File: src/rtl/ptc_pkg.sv
// ----------------------------------------------------------------------------
// ptc_pkg
// Shared widths, register indexes, types and arithmetic helpers for the
// pressure and temperature compensation core.
// ----------------------------------------------------------------------------
package ptc_pkg;

  localparam int RAW_W     = 24;
  localparam int SFB       = 24;             // fraction bits of scaled values
  localparam int OFB       = 8;              // fraction bits of the results
  localparam int FLOOR_SH  = SFB - OFB;
  localparam int PA_W      = 40;
  localparam int TC_W      = 28;
  localparam int CAL_W     = 64;
  localparam int CAL2_W    = 16;
  localparam int SCALE_W   = 24;
  localparam int DIV_W     = RAW_W + SFB;    // quotient bits of the scaler
  localparam int ACC_W     = 64;
  localparam int PROD_W    = 2 * ACC_W;
  localparam int MUL_LAT   = 5;
  localparam int QDEPTH    = 4;
  localparam int QPTR_W    = 2;
  localparam int QCNT_W    = 3;
  localparam int CFG_IDX_W = 3;

  localparam logic [SCALE_W-1:0] SCALE_RESET = SCALE_W'(524288);

  localparam logic [CFG_IDX_W-1:0] CFG_CAL0   = 3'd0;
  localparam logic [CFG_IDX_W-1:0] CFG_CAL1   = 3'd1;
  localparam logic [CFG_IDX_W-1:0] CFG_CAL2   = 3'd2;
  localparam logic [CFG_IDX_W-1:0] CFG_PSCALE = 3'd3;
  localparam logic [CFG_IDX_W-1:0] CFG_TSCALE = 3'd4;

  localparam logic signed [ACC_W-1:0] ACC_MAX = {1'b0, {(ACC_W-1){1'b1}}};
  localparam logic signed [ACC_W-1:0] ACC_MIN = {1'b1, {(ACC_W-1){1'b0}}};

  // One scaled reading pair, as it travels from the scaler to the polynomial.
  typedef struct packed {
    logic signed [ACC_W-1:0] ps;
    logic signed [ACC_W-1:0] ts;
  } item_t;

  typedef struct packed {
    logic signed [11:0] c0;
    logic signed [11:0] c1;
    logic signed [19:0] c00;
    logic signed [19:0] c10;
    logic signed [15:0] c01;
    logic signed [15:0] c11;
    logic signed [15:0] c20;
    logic signed [15:0] c21;
    logic signed [15:0] c30;
  } coef_t;

  typedef struct packed {
    logic signed [ACC_W-1:0] val;
    logic                    ov;
  } sum_t;

  // The eighteen calibration bytes lie back to back, byte 0 at the top.
  function automatic coef_t unpack_coefs(input logic [CAL_W-1:0] cal0,
                                         input logic [CAL_W-1:0] cal1,
                                         input logic [CAL2_W-1:0] cal2);
    logic [2*CAL_W+CAL2_W-1:0] b;
    coef_t c;
    b     = {cal0, cal1, cal2};
    c.c0  = b[143:132];
    c.c1  = b[131:120];
    c.c00 = b[119:100];
    c.c10 = b[99:80];
    c.c01 = b[79:64];
    c.c11 = b[63:48];
    c.c20 = b[47:32];
    c.c21 = b[31:16];
    c.c30 = b[15:0];
    return c;
  endfunction

  // Signed add that clamps to the accumulator range and flags the clamp.
  function automatic sum_t sat_add(input logic signed [ACC_W-1:0] a,
                                   input logic signed [ACC_W-1:0] b);
    logic signed [ACC_W:0] s;
    sum_t r;
    s     = (ACC_W+1)'(a) + (ACC_W+1)'(b);
    r.ov  = s[ACC_W] != s[ACC_W-1];
    r.val = r.ov ? (s[ACC_W] ? ACC_MIN : ACC_MAX) : s[ACC_W-1:0];
    return r;
  endfunction

endpackage

File: src/rtl/ptc_fifo.sv
// ----------------------------------------------------------------------------
// ptc_fifo
// Short queue between the scaler and the polynomial; drained whenever it
// holds a word.
// ----------------------------------------------------------------------------
module ptc_fifo
  import ptc_pkg::*;
(
  input  logic  clk,
  input  logic  rst_n,
  input  logic  push_i,
  input  item_t item_i,
  output logic  full_o,
  output logic  pop_o,
  output item_t item_o
);

  item_t             mem_r [QDEPTH];
  logic [QPTR_W-1:0] wr_r;
  logic [QPTR_W-1:0] rd_r;
  logic [QCNT_W-1:0] cnt_r;

  assign full_o = cnt_r == QCNT_W'(QDEPTH);
  assign pop_o  = cnt_r != '0;
  assign item_o = mem_r[rd_r];

  always_ff @(posedge clk) begin
    if (push_i) begin
      mem_r[wr_r] <= item_i;
    end
  end

  always_ff @(posedge clk) begin
    if (!rst_n) begin
      wr_r  <= '0;
      rd_r  <= '0;
      cnt_r <= '0;
    end else begin
      if (push_i) begin
        wr_r <= wr_r + 1'b1;
      end
      if (pop_o) begin
        rd_r <= rd_r + 1'b1;
      end
      cnt_r <= cnt_r + QCNT_W'(push_i) - QCNT_W'(pop_o);
    end
  end

`ifndef SYNTHESIS
  a_no_overflow: assert property (@(posedge clk) disable iff (!rst_n)
    !(push_i && full_o && !pop_o))
    else $error("queue written while full");
  a_ptr_count: assert property (@(posedge clk) disable iff (!rst_n)
    (cnt_r == QCNT_W'(QDEPTH)) || (QPTR_W'(wr_r - rd_r) == cnt_r[QPTR_W-1:0]))
    else $error("queue pointers disagree with fill count");
  a_count_step: assert property (@(posedge clk) disable iff (!rst_n)
    (push_i && !pop_o) |=> (cnt_r == $past(cnt_r) + 1'b1))
    else $error("queue count missed a push");
`endif

endmodule

File: config.mk
export PLATFORM = sky130hd
export DESIGN_NAME = ptc_fifo
export DESIGN_NICKNAME = d
export VERILOG_FILES = /design/src/rtl/ptc_pkg.sv /design/src/rtl/ptc_fifo.sv
export SDC_FILE = /design/constraint.sdc
export NUM_CORES = 1
export LEC_CHECK = 0
export BUFFER_PORTS_ARGS = -buffer_cell sky130_fd_sc_hd__buf_4
export CAP_MARGIN = 20
export CELL_PAD_IN_SITES_DETAIL_PLACEMENT = 1
export CELL_PAD_IN_SITES_GLOBAL_PLACEMENT = 2
export CORE_ASPECT_RATIO = 1.4
export CORE_UTILIZATION = 40
export CTS_CLUSTER_SIZE = 20
export DETAILED_ROUTE_END_ITERATION = 8
export PLACE_DENSITY_LB_ADDON = 0.1
export SYNTH_ARGS = -nofsm -noshare
export SYNTH_HDL_FRONTEND = slang
export SYNTH_SLANG_ARGS = --single-unit
File: constraint.sdc
create_clock -name clk -period 5.5 [get_ports clk]
set_clock_uncertainty 0.2 [all_clocks]
set_input_delay 0.55 -clock clk [delete_from_list [all_inputs] [get_ports clk]]
set_output_delay 0.55 -clock clk [all_outputs]
set_load 0.05 [all_outputs]
==> summary.md <==
| Metric | Value |
|---|---|
| Fmax | `282 MHz` |
| Status | `finished, final reports clean` |
| Share of the synthesized area in the top cell type | `80.8%` |
| Fraction of layout instances using a drive strength above 1 | `39.7%` |
| Core area | `46,900 sq um` |
| Max clock buf depth | `3` |
| Vias | `8,827` |
| Iter 0 DRT Violations | `421` |
| Maximum vdd ir drop | `0.441 mV` |
| Via density | `4.91` |
| Register area | `15,600 sq um` |
| DP Area | `21,600 sq um` |
| FP Rows | `94` |
| Fin util | `52.0%` |
| Final setup vio count | `0` |
| Min Clock Period, post-route | `3.54 ns` |
| Pwr Density | `500 nW/um^2` |
| Largest family of logic cells by synthesized area | `multiplexers` |
| Endpoints failing hold | `0` |
| CP Capture Type | `output port` |
| Die Wd | `186 um` |
| Tcrit/Tclk final | `64.4%` |
| Post-route cell area | `24,400 sq um` |
| Area share of fa/ha/maj cells after synthesis | `0.500%` |
| # DRC | `0` |
| Type of the worst setup path | `flop to output port` |
| Initial Util | `40.5%` |
| Cell taking the most area after synthesis | `edfxtp_1` |
| Detailed Place HPWL | `22.6 mm` |
| TritonCTS clock tree | `done` |
| Vias in the first global route | `10,200` |
| Worst slew pin tran | `1.07 ns` |
| Fraction of synthesized cell area in xor and xnor cells | `0.164%` |
| Syn Inst Count | `711` |
| RSZ-0062 raised after global routing | `false` |
| Total Wirelength | `39.9 mm` |
| Global-route wire length before repair | `60.4 mm` |
| #FFs+latches synth | `521` |
| Grt total ovfl | `0` |
| Compound-Gate Fraction of Synth Area | `0.0395%` |
| Yosys cell types | `21` |
| Synth warn | `0` |
| Filler instances | `4,135` |
| Nets@finish | `1,270` |
| Syn nets | `849` |
| Post-DRT Antenna Nets | `0` |
| Gp weighted congestion | `0.685` |
| Detailed Routing Iterations Pass 1 | `5` |
| Sequential share of the synthesized area | `81.8%` |
| Worst relative slew slack | `28.4%` |
| Clock Latency Late Sink | `0.57 ns` |
| Sink Count | `521` |
| Reg clk slew, reported paths | `0.06 ns` |
| H-tree Lvls | `2` |
| Largest net degree at the start of global routing | `95` |
| Max_cap viols | `0` |
| Mux contribution to synthesized area | `15.3%` |
| GRT Overall Usage | `16.6%` |
| Leakage | `8.24 nW` |
| Ranking of synthesized cells by area | `edfxtp_1 (81%), mux4_2 (15%), buf_12 (1.1%), dfxtp_1 (0.95%), ha_1 (0.39%)` |
| CTS buffer count | `51` |
| Area of the multi-input gates | `3150 sq um` |
| Syn Area/Cell | `26.8 sq um` |
| Ports | `261` |
| Die area | `48,500 sq um` |
| Cell Area, Synth | `19,000 sq um` |
| Pins Over Slew Limit | `0` |
| Setup crit start kind | `flop` |
| CP Data Arrival Time | `2.79 ns` |
| Layout Area Growth over Synthesis | `28.2%` |
| Setup TNS | `0 ns` |
| HP Class | `input pin to flop` |
| Initial antenna violation count | `1` |
| WL per Instance | `22.2 um` |
| Post-Synth Simple-Gate Area | `0.519%` |
| Port Buffers | `260` |
| Root Buffer | `clkbuf_16` |
| Die height | `260 um` |
| CP required | `4.75 ns` |
| CP Max Fanout | `49` |
==> registers in the layout, summed over array words and instances, names as in the netlist, named ones only <==
| name | flops |
|---|---|
| wr_r | 2 |
| rd_r | 2 |
| mem_r | 512 |
| cnt_r | 3 |
==> Yosys cell counts <==
| cell type | instances |
|---|---|
| mux4_2 | 128 |
| nor2b_1 | 1 |
| buf_12 | 10 |
| mux2i_1 | 2 |
| and3_1 | 3 |
| o31ai_1 | 1 |
| dfxtp_1 | 9 |
| inv_1 | 6 |
| buf_2 | 13 |
| and2_1 | 8 |
| clkbuf_1 | 1 |
| edfxtp_1 | 512 |
| or3_1 | 1 |
| xnor3_1 | 1 |
| or4_1 | 1 |
| fa_1 | 1 |
| buf_6 | 4 |
| nand2_1 | 1 |
| ha_1 | 6 |
| nand2b_1 | 1 |
| xor2_1 | 1 |
==> routing by layer <==
metal,GRT usage [%],wire [um],vias up
met4,4.66,816,0
met2,30.8,21400,205
li1,-,-,3912
met3,3.95,2150,60
met5,0,0,-
met1,19.0,15500,4650
==> area by class of cell <==
cell class	count	share of cell area, %
diodes	1	0.0103
clock buffers	65	5.53
clock inverters	28	0.662
inverters	6	0.0923
multi-input cells	156	12.9
flip-flops and latches	521	63.8
well taps	624	3.20
repair buffers	396	13.8
==> placed cells by master (no fill, tap or decap), types with 2 or more instances in the layout <==
cell type,Yosys,final
mux2i_1,2,2
clkbuf_16,0,52
mux4_2,128,128
dlygate4sd3_1,0,128
dfxtp_4,0,2
dfxtp_1,9,7
clkinv_1,0,17
and2_1,8,4
buf_4,0,262
ha_1,6,6
and2_4,0,4
inv_1,6,6
clkbuf_1,1,13
edfxtp_1,512,512
buf_12,10,6
and3_1,3,3
clkinv_2,0,7
==> critical path, cell delays in order (launching register included) <==
cell and delay [ns]:
dfxtp_4 0.89, buf_12 0.46, mux4_2 0.60, buf_4 0.21
==> path summary, 6_finish.rpt <==
path,start,endpoint,slack [ns],cells past startpoint
worst max-delay path,flop,item_o[54],1.96,3
worst min-delay path,rst_n,cnt_r[2],0.05,2
worst max register to register,wr_r[0],mem_r[1][99],2.88,3
worst min register to register,rd_r[1],flop,0.28,2
==> power by group <==
part	total, mW	internal (mW)	switching [mW]
Combinational	4.21	1.55	2.65
Clock	3.19	1.78	1.41
Sequential	4.81	4.58	0.221
==> what timing repair did <==
action                                 in CTS  in global routing
endpoints found under the hold margin     512                  0
hold buffers                              128                  0
buffers inserted                            0                  0
resized for setup                           0                  0
==> metrics by stage <==
step                power [mW]  setup slack [ns]  hold slack [ns]  std cells
finish                    12.2              1.96           0.0543       1797
global placement          9.10              2.40            0.263       1575
CTS                       12.4              1.79           0.0249       1796
global route              12.7              1.72           0.0473       1797
detailed placement        9.12              2.42            0.270       1575
floorplan                 8.00              1.32            0.249        711
==> kinds of logic after synthesis <==
family	count (synthesis)
DFF	521
and+or+nand+nor	16
adders and majority gates	7
buffers and inverters	34
muxes	130
xor gates and xnor gates	2
AOI/OAI and AO/OA	1
(Power assumes the default switching activity.)
